## src/rtl/nts_pkg.sv

```systemverilog
// Shared constants and types for the note table tone sequencer.
`timescale 1ns / 1ps
package nts_pkg;

   // Default table depth and system clock
   localparam int TABLE_SIZE_DEF = 128;
   localparam longint CLOCK_HZ   = 32000000;

   // Shared divider widths
   localparam int DIV_W = 36;
   localparam int DSR_W = 18;

   // Timer prescaler search
   localparam logic [3:0]  TMR_PS_FIRST = 4'd4;
   localparam logic [3:0]  TMR_PS_LAST  = 4'd15;
   localparam logic [15:0] TICK_MAX     = 16'hFFFF;
   // ceil(2^30 / 125): (x * RECIP_125) >> 30 == x / 125 for any x below 2^23
   localparam logic [23:0] RECIP_125    = 24'd8589935;
   // ticks fit in 16 bits exactly when product < 65536 * 1000
   localparam logic [DIV_W-1:0] TICK_LIMIT = DIV_W'(65536000);
   localparam logic [31:0] CLK_QTR = 32'(CLOCK_HZ / 4);

   // PWM period search
   localparam logic [3:0] PWM_PS_LAST = 4'd8;
   localparam int PER_W = 24;

   // Item operation codes
   localparam logic [2:0] OP_WR_FREQ = 3'd0;
   localparam logic [2:0] OP_WR_DUR  = 3'd1;
   localparam logic [2:0] OP_START   = 3'd2;
   localparam logic [2:0] OP_EXPIRY  = 3'd3;
   localparam logic [2:0] OP_STOP    = 3'd4;

   // Register addresses (byte offsets)
   localparam logic [2:0] REG_NOTE_COUNT = 3'd0;
   localparam logic [2:0] REG_GAP_MS     = 3'd4;

   typedef struct packed {
      logic        tone_enable;
      logic        timer_run;
      logic        pwm_load;
      logic [7:0]  pwm_cycle;
      logic [3:0]  pwm_prescale;
      logic [15:0] pwm_duty;
      logic [15:0] timer_reload;
      logic [3:0]  timer_prescale;
      logic [6:0]  note_position;
      logic        in_gap;
   } nts_result_type;

endpackage

```

## src/rtl/nts_table_mem.sv

```systemverilog
// Single-port-write, registered-read table memory.
`timescale 1ns / 1ps
module nts_table_mem #(
   parameter int DEPTH = nts_pkg::TABLE_SIZE_DEF,
   parameter int AW    = $clog2(DEPTH)
) (
   input  logic          clock,
   input  logic          wr_en,
   input  logic [AW-1:0] wr_addr,
   input  logic [15:0]   wr_data,
   input  logic [AW-1:0] rd_addr,
   output logic [15:0]   rd_data
);
   import nts_pkg::*;

   logic [15:0] mem_ff [DEPTH];
   logic [15:0] rd_data_ff;

   // write port
   always_ff @(posedge clock) begin
      if (wr_en) begin
         mem_ff[wr_addr] <= wr_data;
      end
   end

   // read port, registered
   always_ff @(posedge clock) begin
      rd_data_ff <= mem_ff[rd_addr];
   end

   assign rd_data = rd_data_ff;
endmodule

```

## config.mk

```make
export PLATFORM = sky130hd
export DESIGN_NAME = nts_table_mem
export DESIGN_NICKNAME = d
export VERILOG_FILES = /design/src/rtl/nts_pkg.sv /design/src/rtl/nts_table_mem.sv
export SDC_FILE = /design/constraint.sdc
export NUM_CORES = 2
export LEC_CHECK = 0
export BUFFER_PORTS_ARGS = -buffer_cell sky130_fd_sc_hd__buf_2
export CAP_MARGIN = 10
export CORE_MARGIN = 1.5
export CORE_UTILIZATION = 50
export DETAILED_ROUTE_END_ITERATION = 16
export GPL_TIMING_DRIVEN = 0
export PLACE_DENSITY = 0.69
export SKIP_CTS_REPAIR_TIMING = 1
export SYNTH_ARGS = -nofsm -noshare
export SYNTH_HDL_FRONTEND = slang
export SYNTH_SLANG_ARGS = --single-unit
```

## constraint.sdc

```tcl
create_clock -name clock -period 7.25 [get_ports clock]
set_input_delay 0.3625 -clock clock [delete_from_list [all_inputs] [get_ports clock]]
set_output_delay 0.3625 -clock clock [all_outputs]
set_load 0.1 [all_outputs]
```

==> out/metrics.yaml <==
fin_area_um2: 90500
hp-class: "in -> reg"
cp_data_required_time_ns: 7.95
p_leak_nw: 27.8
yosys.area.top_type: "edfxtp_1"
met1_length_mm: 73.5
cts_tree: "built"
p_int_mw: 19.5
cts_buffers: 198
critPathBufInv: 4
final_max_slew_viol_count: 0
grt_max_degree: 89
wl_met3_mm: 24.9
num_rows: 145
synthTopCellsByCount: "2,048 x edfxtp_1, 672 x mux4_2, 122 x nor2_1, 82 x clkbuf_1, 52 x buf_2"
netlist_area_um2: 78500
cp_max_fo: 10
finalSetupViolCount: 0
syn_to_final_growth_pct: 15.3
slew_headroom: 0.112
r2r-start: "mem_ff[84][5]$_DFFE_PP_"
yosysWarnings: 0
syn_nets: 3118
layout.cells.non_filler: 5697
switching_share: 0.217
critPathLaunchType: "input pin"
synth-main-ff-cell: "edfxtp_1"
syn_avg_cell_area_um2: 25.4
synth_area_leaders: "edfxtp_1 78%, mux4_2 19%, nor2_1 0.58%"
synth_cell_type_count: 17
fin_skew_ns: 0.0375
synth_edf_count: 2048
ir_drop_uv: 279
timing.critical_path.cells: "clkbuf_1, clkbuf_1, buf_16, buf_1, mux4_2, mux4_2, mux4_2, mux2_2"
outcome: "completed"
antenna_found_initial: 25
clk_latency_ns: 0.84
htreeDepth: 4
drive_above_1_share: 0.368
synth.top_cell.area_share: 0.783
yosysMostFrequentCell: "edfxtp_1"
fin_crit_sh: 0.574
dp_hpwl_mm: 130
die_h_um: 399
worst-setup-path-type: "in -> reg"
critPathCaptureType: "flop"
drc: 0
final_hold_viol_count: 0
power_density_nw_per_um2: 276
fin_setup_tns_ns: 0
combPwrFrac: 0.059
grt_pass1_wl_mm: 274
ys_seq_area_frac: 0.787
placed_area_um2: 84000
start_util: 0.503
top_signal_layer_used: "met5"
chipWidth_um: 399
worst_setup_path_startpoint: "rd_addr[2]"
postRouteWirelength_mm: 195
vias: 36200
first_pass_iters: 7
final.min_clock_period_ns: 4.16
synthCells: 3086
antenna_left: 0
slowest_stage: "buf_1"
port_buffers: 37
rsz0062_at_grt: "false"
clk_pin_slew_ns: 0.06
cts.sinks: 2064
die_area_um2: 159000
grt_pass1_vias: 36100
maxCapViolCount: 0
wl_per_cell_um: 34.3
ys_ff_latch: 2064
num_io_pins: 48
cpPeakStageDelay_ns: 0.92
seqPwrFrac: 0.528
core_area_um2: 156000
power.share.clock: 0.413
crit_family: "buffers and inverters"
clock_path_buffers: 3
cp.arrival_ns: 4.86
fmax_ghz: 0.240
place.detailed.instances: 5318
root_buffer: "clkbuf_16"
tightest_slew_ns: 1.33
drt-vias-per-instance: 6.36
layout.nets: 3493
crit_path_frequent_cell: "mux4_2"
initialDrtViolationCount: 5185
overflow: 0
dr_wl_met2_mm: 90.8
whs_ns: 0.0257
min_from: "wr_data[0]"
track_usage: 0.250
switching_power_mw: 5.42
place_congestion: 0.902
synthArstFlopShare: 0
[worst register-to-register path, delay by kind of cell, from the launching register on]
family        cells  cell delay (ns)
flip-flops        1             0.40
multiplexers      4             2.12
[metal layers]
metal / vias to the layer above / track usage
met5: - / 0
met3: 346 / 0.0816
met4: 22 / 0.0751
met1: 19500 / 0.354
li1: 14200 / -
met2: 2161 / 0.374
[flip-flops by register name (all words and copies together), names as in the netlist]
| signal | cells |
|---|---|
| rd_data | 16 |
| mem_ff | 2048 |
[stage by stage]
| step | worst slack [ns] | total power, mW | utilization |
|---|---|---|---|
| after floorplan | 4.39 | 14.2 | - |
| after global routing | 3.24 | 25.6 | 0.580 |
| final | 3.09 | 25.0 | 0.580 |
| after detailed placement | 2.28 | 14.9 | 0.538 |
| after global placement | 1.70 | 14.8 | 0.521 |
| after CTS | 3.17 | 25.1 | 0.580 |
[power by group through the flow]
stage	clock, mW	combinational [mW]	sequential, mW
finish	10.3	1.47	13.2
global route	10.9	1.52	13.2
CTS	10.4	1.46	13.2
detailed placement	0	1.46	13.4
global placement	0	1.38	13.5
floorplan	0	0.645	13.6
[area by class of cell]
cell class	count	area, um^2
fillers	10700	65500
flip-flops and latches	2064	61800
multi-input cells	858	16400
clock buffers	231	5120
well taps	2058	2570
repair buffers	175	2550
clock inverters	138	1360
plain buffers	164	703
diodes	9	22.5
[final timing paths]
path / to / slack, ns / cells past startpoint
setup / recovery: rd_data[9]$_DFF_P_ / 3.09 / 8
hold / removal: mem_ff[21][0]$_DFFE_PP_ / 0.03 / 1
setup reg to reg: rd_data[5]$_DFF_P_ / 4.60 / 4
hold reg to reg: rd_data[15]$_DFF_P_ / 1.28 / 4
[kinds of logic after synthesis]
logic type / Yosys count / share of synthesized area
buffers and inverters: 164 / 0.00881
flip-flops: 2064 / 0.787
multiplexers: 688 / 0.195
AND/OR/NAND/NOR: 170 / 0.00888
[layout by cell type, fill, tap and decap left out, types with 3 or more instances in the layout]
master,n
buf_1,28
clkinv_1,53
buf_16,26
buf_8,89
edfxtp_1,2048
inv_6,3
diode_2,9
clkinv_8,5
buf_2,73
buf_4,18
clkinv_16,3
mux2_2,16
nor2_2,118
bufinv_16,22
clkbuf_2,9
clkbuf_16,200
clkbuf_1,104
nor2b_1,7
nand3_1,12
nand2_1,14
mux4_2,672
nor3_2,9
clkinvlp_4,8
nand4_1,3
nor2_1,4
clkinv_2,40
dfxtp_1,16
buf_6,20
clkinv_4,3
Note: power is estimated with default switching activity, not from simulation.
