==> config.mk <==
export PLATFORM = sky130hd
export DESIGN_NAME = nts_divider
export DESIGN_NICKNAME = d
export VERILOG_FILES = /design/src/rtl/nts_pkg.sv /design/src/rtl/nts_divider.sv
export SDC_FILE = /design/constraint.sdc
export NUM_CORES = 1
export LEC_CHECK = 0
export BUFFER_PORTS_ARGS = -buffer_cell sky130_fd_sc_hd__buf_2
export CAP_MARGIN = 20
export CORE_ASPECT_RATIO = 0.6
export CORE_UTILIZATION = 58
export CTS_BUF_LIST = sky130_fd_sc_hd__clkbuf_4
export CTS_CLUSTER_DIAMETER = 120
export DETAILED_ROUTE_END_ITERATION = 10
export GPL_TIMING_DRIVEN = 0
export HOLD_SLACK_MARGIN = 0.12
export PLACE_DENSITY = 0.95
export SYNTH_ARGS = -nofsm -noshare
export SYNTH_HDL_FRONTEND = slang
export SYNTH_SLANG_ARGS = --single-unit
==> constraint.sdc <==
create_clock -name clock -period 5.7 [get_ports clock]
set_input_delay 1.14 -clock clock [delete_from_list [all_inputs] [get_ports clock]]
set_output_delay 1.14 -clock clock [all_outputs]
set_load 0.01 [all_outputs]
==> src/rtl/nts_pkg.sv <==
// Shared constants and types for the note table tone sequencer.
`timescale 1ns / 1ps
package nts_pkg;

   // Default table depth and system clock
   localparam int TABLE_SIZE_DEF = 128;
   localparam longint CLOCK_HZ   = 32000000;

   // Shared divider widths
   localparam int DIV_W = 36;
   localparam int DSR_W = 18;

   // Timer prescaler search
   localparam logic [3:0]  TMR_PS_FIRST = 4'd4;
   localparam logic [3:0]  TMR_PS_LAST  = 4'd15;
   localparam logic [15:0] TICK_MAX     = 16'hFFFF;
   // ceil(2^30 / 125): (x * RECIP_125) >> 30 == x / 125 for any x below 2^23
   localparam logic [23:0] RECIP_125    = 24'd8589935;
   // ticks fit in 16 bits exactly when product < 65536 * 1000
   localparam logic [DIV_W-1:0] TICK_LIMIT = DIV_W'(65536000);
   localparam logic [31:0] CLK_QTR = 32'(CLOCK_HZ / 4);

   // PWM period search
   localparam logic [3:0] PWM_PS_LAST = 4'd8;
   localparam int PER_W = 24;

   // Item operation codes
   localparam logic [2:0] OP_WR_FREQ = 3'd0;
   localparam logic [2:0] OP_WR_DUR  = 3'd1;
   localparam logic [2:0] OP_START   = 3'd2;
   localparam logic [2:0] OP_EXPIRY  = 3'd3;
   localparam logic [2:0] OP_STOP    = 3'd4;

   // Register addresses (byte offsets)
   localparam logic [2:0] REG_NOTE_COUNT = 3'd0;
   localparam logic [2:0] REG_GAP_MS     = 3'd4;

   typedef struct packed {
      logic        tone_enable;
      logic        timer_run;
      logic        pwm_load;
      logic [7:0]  pwm_cycle;
      logic [3:0]  pwm_prescale;
      logic [15:0] pwm_duty;
      logic [15:0] timer_reload;
      logic [3:0]  timer_prescale;
      logic [6:0]  note_position;
      logic        in_gap;
   } nts_result_type;

endpackage

==> src/rtl/nts_divider.sv <==
// Restoring divider, one quotient bit per cycle.
`timescale 1ns / 1ps
module nts_divider (
   input  logic                       clock,
   input  logic                       reset,
   input  logic                       start,
   input  logic [nts_pkg::DIV_W-1:0]  dividend,
   input  logic [nts_pkg::DSR_W-1:0]  divisor,
   output logic                       done,
   output logic [nts_pkg::DIV_W-1:0]  quotient,
   output logic [nts_pkg::DSR_W-1:0]  remainder
);
   import nts_pkg::*;

   localparam int CW = $clog2(DIV_W);
   localparam logic [CW-1:0] LAST = CW'(DIV_W - 1);

   logic             busy_ff, busy_in;
   logic             done_ff, done_in;
   logic [CW-1:0]    cnt_ff, cnt_in;
   logic [DIV_W-1:0] quo_ff, quo_in;
   logic [DSR_W-1:0] rem_ff, rem_in;
   logic [DSR_W-1:0] dsr_ff, dsr_in;
   logic [DSR_W:0]   trial;
   logic             ge;

   // one shift-subtract step
   always_comb begin
      trial   = {rem_ff, quo_ff[DIV_W-1]};
      ge      = (trial >= {1'b0, dsr_ff});
      busy_in = busy_ff;
      done_in = 1'b0;
      cnt_in  = cnt_ff;
      quo_in  = quo_ff;
      rem_in  = rem_ff;
      dsr_in  = dsr_ff;
      if (start) begin
         busy_in = 1'b1;
         cnt_in  = '0;
         quo_in  = dividend;
         rem_in  = '0;
         dsr_in  = divisor;
      end else if (busy_ff) begin
         rem_in = ge ? DSR_W'(trial - {1'b0, dsr_ff}) : trial[DSR_W-1:0];
         quo_in = {quo_ff[DIV_W-2:0], ge};
         cnt_in = cnt_ff + 1'b1;
         if (cnt_ff == LAST) begin
            busy_in = 1'b0;
            done_in = 1'b1;
         end
      end
   end

   always_ff @(posedge clock) begin
      if (reset) begin
         busy_ff <= 1'b0;
         done_ff <= 1'b0;
         cnt_ff  <= '0;
      end else begin
         busy_ff <= busy_in;
         done_ff <= done_in;
         cnt_ff  <= cnt_in;
      end
      quo_ff <= quo_in;
      rem_ff <= rem_in;
      dsr_ff <= dsr_in;
   end

   assign done      = done_ff;
   assign quotient  = quo_ff;
   assign remainder = rem_ff;
endmodule

==> results_dict.tcl <==
set metrics [dict create \
    route.detailed.vias_per_inst 5.89 \
    syn_area_sq_mm 0.00406 \
    critical_path_class "input port to register" \
    postSynth.asyncResetShare_pct 0 \
    layout-drive-gt1-share_pct 36.8 \
    crit_path_cell_trace "buf_2 -> clkbuf_1 -> nor2_1 -> clkbuf_1 -> inv_1 -> buf_16" \
    placement.io_buffers 111 \
    hold_crit_class "register to register" \
    drt.antenna.violating_nets 0 \
    synth_seq_area_share_pct 52.7 \
    most_prevalent_standard_cell_on_the_critical_path "clkbuf_1" \
    critical_path.endpoint_type "register" \
    yosys_synthesis_warning_count 0 \
    worstMarginPinSlew_ns 0.878 \
    area_growth_from_synthesis_to_final_layout_pct 22.2 \
    grt_first_pass_wirelength_um 15300 \
    die-height_um 66.8 \
    ys_top_cells_by_area "edfxtp_1, dfxtp_1, mux2_2" \
    die_w_um 110 \
    worst_ir_drop_vdd_mv 0.232 \
    worst_path_buffer_plus_inverter_count 5 \
    yosys.cell_count.top_type "edfxtp_1" \
    highest_net_fanout_along_the_worst_path 19 \
    timing.setup.tns_ns 0 \
    slew_headroom_pct 41.4 \
    post_syn_area_per_cell_sq_um 11.7 \
    max_cap_violations 0 \
    drt_first_iter_violations 283 \
    seq_area_sq_mm 0.00214 \
    hpwl_um 7670 \
    power.leakage_nw 2.24 \
    critical_path.startpoint_type "input port" \
    drc 0 \
    path_clk_slew_ns 0.12 \
    clkLatencyLatePin_ns 0.45 \
    cp_data_arrival_time_ns 3.64 \
    sum_of_overflow_across_all_layers_after_global_routing 0 \
    routed_wl_um 10300 \
    layout.nets 547 \
    power_mw 1.37 \
    grt_setup_unrepaired "false" \
    layout_worst_path_cycle_share_pct 60.2 \
    yosys-top-cells-count "edfxtp_1, mux2_2, nand2_1, dfxtp_1, inv_1" \
    stdcell_area_sq_mm 0.00497 \
    filler_cell_count 443 \
    cts_resized 0 \
    dp_slack_ns 1.86 \
    worst_hold_slack_ns 0.502 \
    synth.distinct_cells 46 \
    cts_hold_buffers 0 \
    cts_tree "built" \
    cts.sinks 80 \
    count_of_flip_flops_with_a_built_in_enable_after_synthesis 54 \
    synth_nets 424 \
    synth.largest_area_cell "edfxtp_1" \
    cts_buffer_depth 2 \
    max_freq_mhz 291 \
    syn_inst 347 \
    largest_net_degree_at_the_start_of_global_routing 20 \
    io-pin-count 112 \
    run_status "complete, no violations" \
    placementRows 23 \
    synth_top_cell_area_share_pct 39.9 \
    crit_path_max_incr_delay_ns 0.60 \
    routabilityCongestion 0.928 \
    placeableCoreArea_sq_mm 0.00673 \
    timing.critical_path.max_delay_family "buffers and inverters" \
    clock_skew_ns 0.0178 \
    antenna_found_initial 0 \
    crit_path_top_delay_cell "nor2_1" \
    route.vias.total 3308 \
    clock_tree.htree_level_count 3 \
    cellPowerDensity_mw_per_mm2 277 \
    cts_made_buffers 9 \
    placed_inst_area_sq_mm 0.00476 \
    fp.dieArea_sq_mm 0.00736 \
    worst_slack_ns 2.27 \
    track_usage_pct 29.2 \
    initial_utilization_pct 60.3 \
    ctsRootBufferMaster "clkbuf_4" \
    worst_ep_required_time_ns 5.90 \
    yosys_most_used_dff "edfxtp_1" \
    post-cts-setup-buffers 0 \
    drtPass1Iterations 7 \
    postSynthRegisterBits 80 \
    antenna-diode-count 0 \
    grt_pass1_vias 3007 \
    final_max_slew_viol_count 0 \
    timing.final.setup_violations 0 \
    finalHoldViolCount 0 \
    wire_per_inst_um 18.4 \
    min_period_ns 3.43 \
    area_of_combinational_cells_with_multiple_inputs_sq_mm 0.00177 \
]
[power by group]
group / switching, mW / internal (mW) / leakage [nW]
combinational: 0.115 / 0.0916 / 1.38
clock: 0.202 / 0.277 / 0.111
sequential: 0.0214 / 0.669 / 0.749
[placed cells by master, fill, tap and decap left out, types with 2 or more instances in the layout]
master and count:
edfxtp_1 54, a21o_1 4, xnor2_1 7, nand2b_1 4
o211ai_1 3, o21ai_0 10, dfxtp_1 26, o21ai_1 7
o31ai_1 4, inv_1 25, mux2i_1 10, and3_1 3
nand4_1 5, a21oi_1 16, nand3_1 6, ha_1 19
nand2_1 29, clkbuf_4 11, a211oi_1 6, bufinv_16 4
buf_2 112, mux2_2 35, nor2_1 16, clkbuf_1 10
o311ai_0 3, a21oi_2 2, or2_2 2, xor2_1 12
nor3_1 3, a32oi_1 7
[routing by layer]
layer	global-route usage (%)	part of all wire (%)	up-vias	wire (um)
met3	9.00	8.7	11	901
met1	40.6	44	1591	4510
met2	44.3	46	173	4790
met4	6.83	1.1	0	112
li1	-	-	1533	-
met5	0	0	-	0
[state kept, by name (all words and copies together), names as in the netlist]
name and flops:
remainder 18, quotient 36, busy_ff 1, dsr_ff 18, done 1, cnt_ff 6
[tightest hold or removal path: cells and delay by family, from the launching register on]
kind	cells	cell delay, ns
AND/OR/NAND/NOR	2	0.12
flip-flops	1	0.34
[layout make-up]
class	count	area share, %
sequential	80	43.1
multi-input combinational	228	35.5
timing repair buffer	112	11.7
clock inverter	5	2.59
tap	87	2.19
inverter	25	1.89
clock buffer	11	1.66
buffer	14	1.26
[cells by family (layout without fill, tap and decap cells)]
kind of cell,after synthesis,after routing,synth area share [%]
AND/OR/NAND/NOR,72,72,8.19
adder cells (fa/ha/maj),20,20,6.34
buffers and inverters,39,167,3.85
XOR/XNOR,19,19,4.09
AO/OA/AOI/OAI,72,72,12.7
multiplexers,45,45,12.2
flip-flops,80,80,52.7
[through the flow]
stage                     util (%)  instances
final                         73.8        562
after global routing          73.8        562
after CTS                     73.8        562
after detailed placement      70.6        546
after global placement        70.2        545
after floorplan                  -        347
[worst paths after layout]
path                              startpoint            end  slack (ns)  cells after the start
worst min register to register     cnt_ff[5]           done        0.50                      2
worst min-delay path               cnt_ff[5]           done        0.50                      2
worst max-delay path                   start   quotient[27]        2.27                      6
worst max register to register  quotient[35]  remainder[14]        2.71                     11
Power figures use the tool's default switching activity.
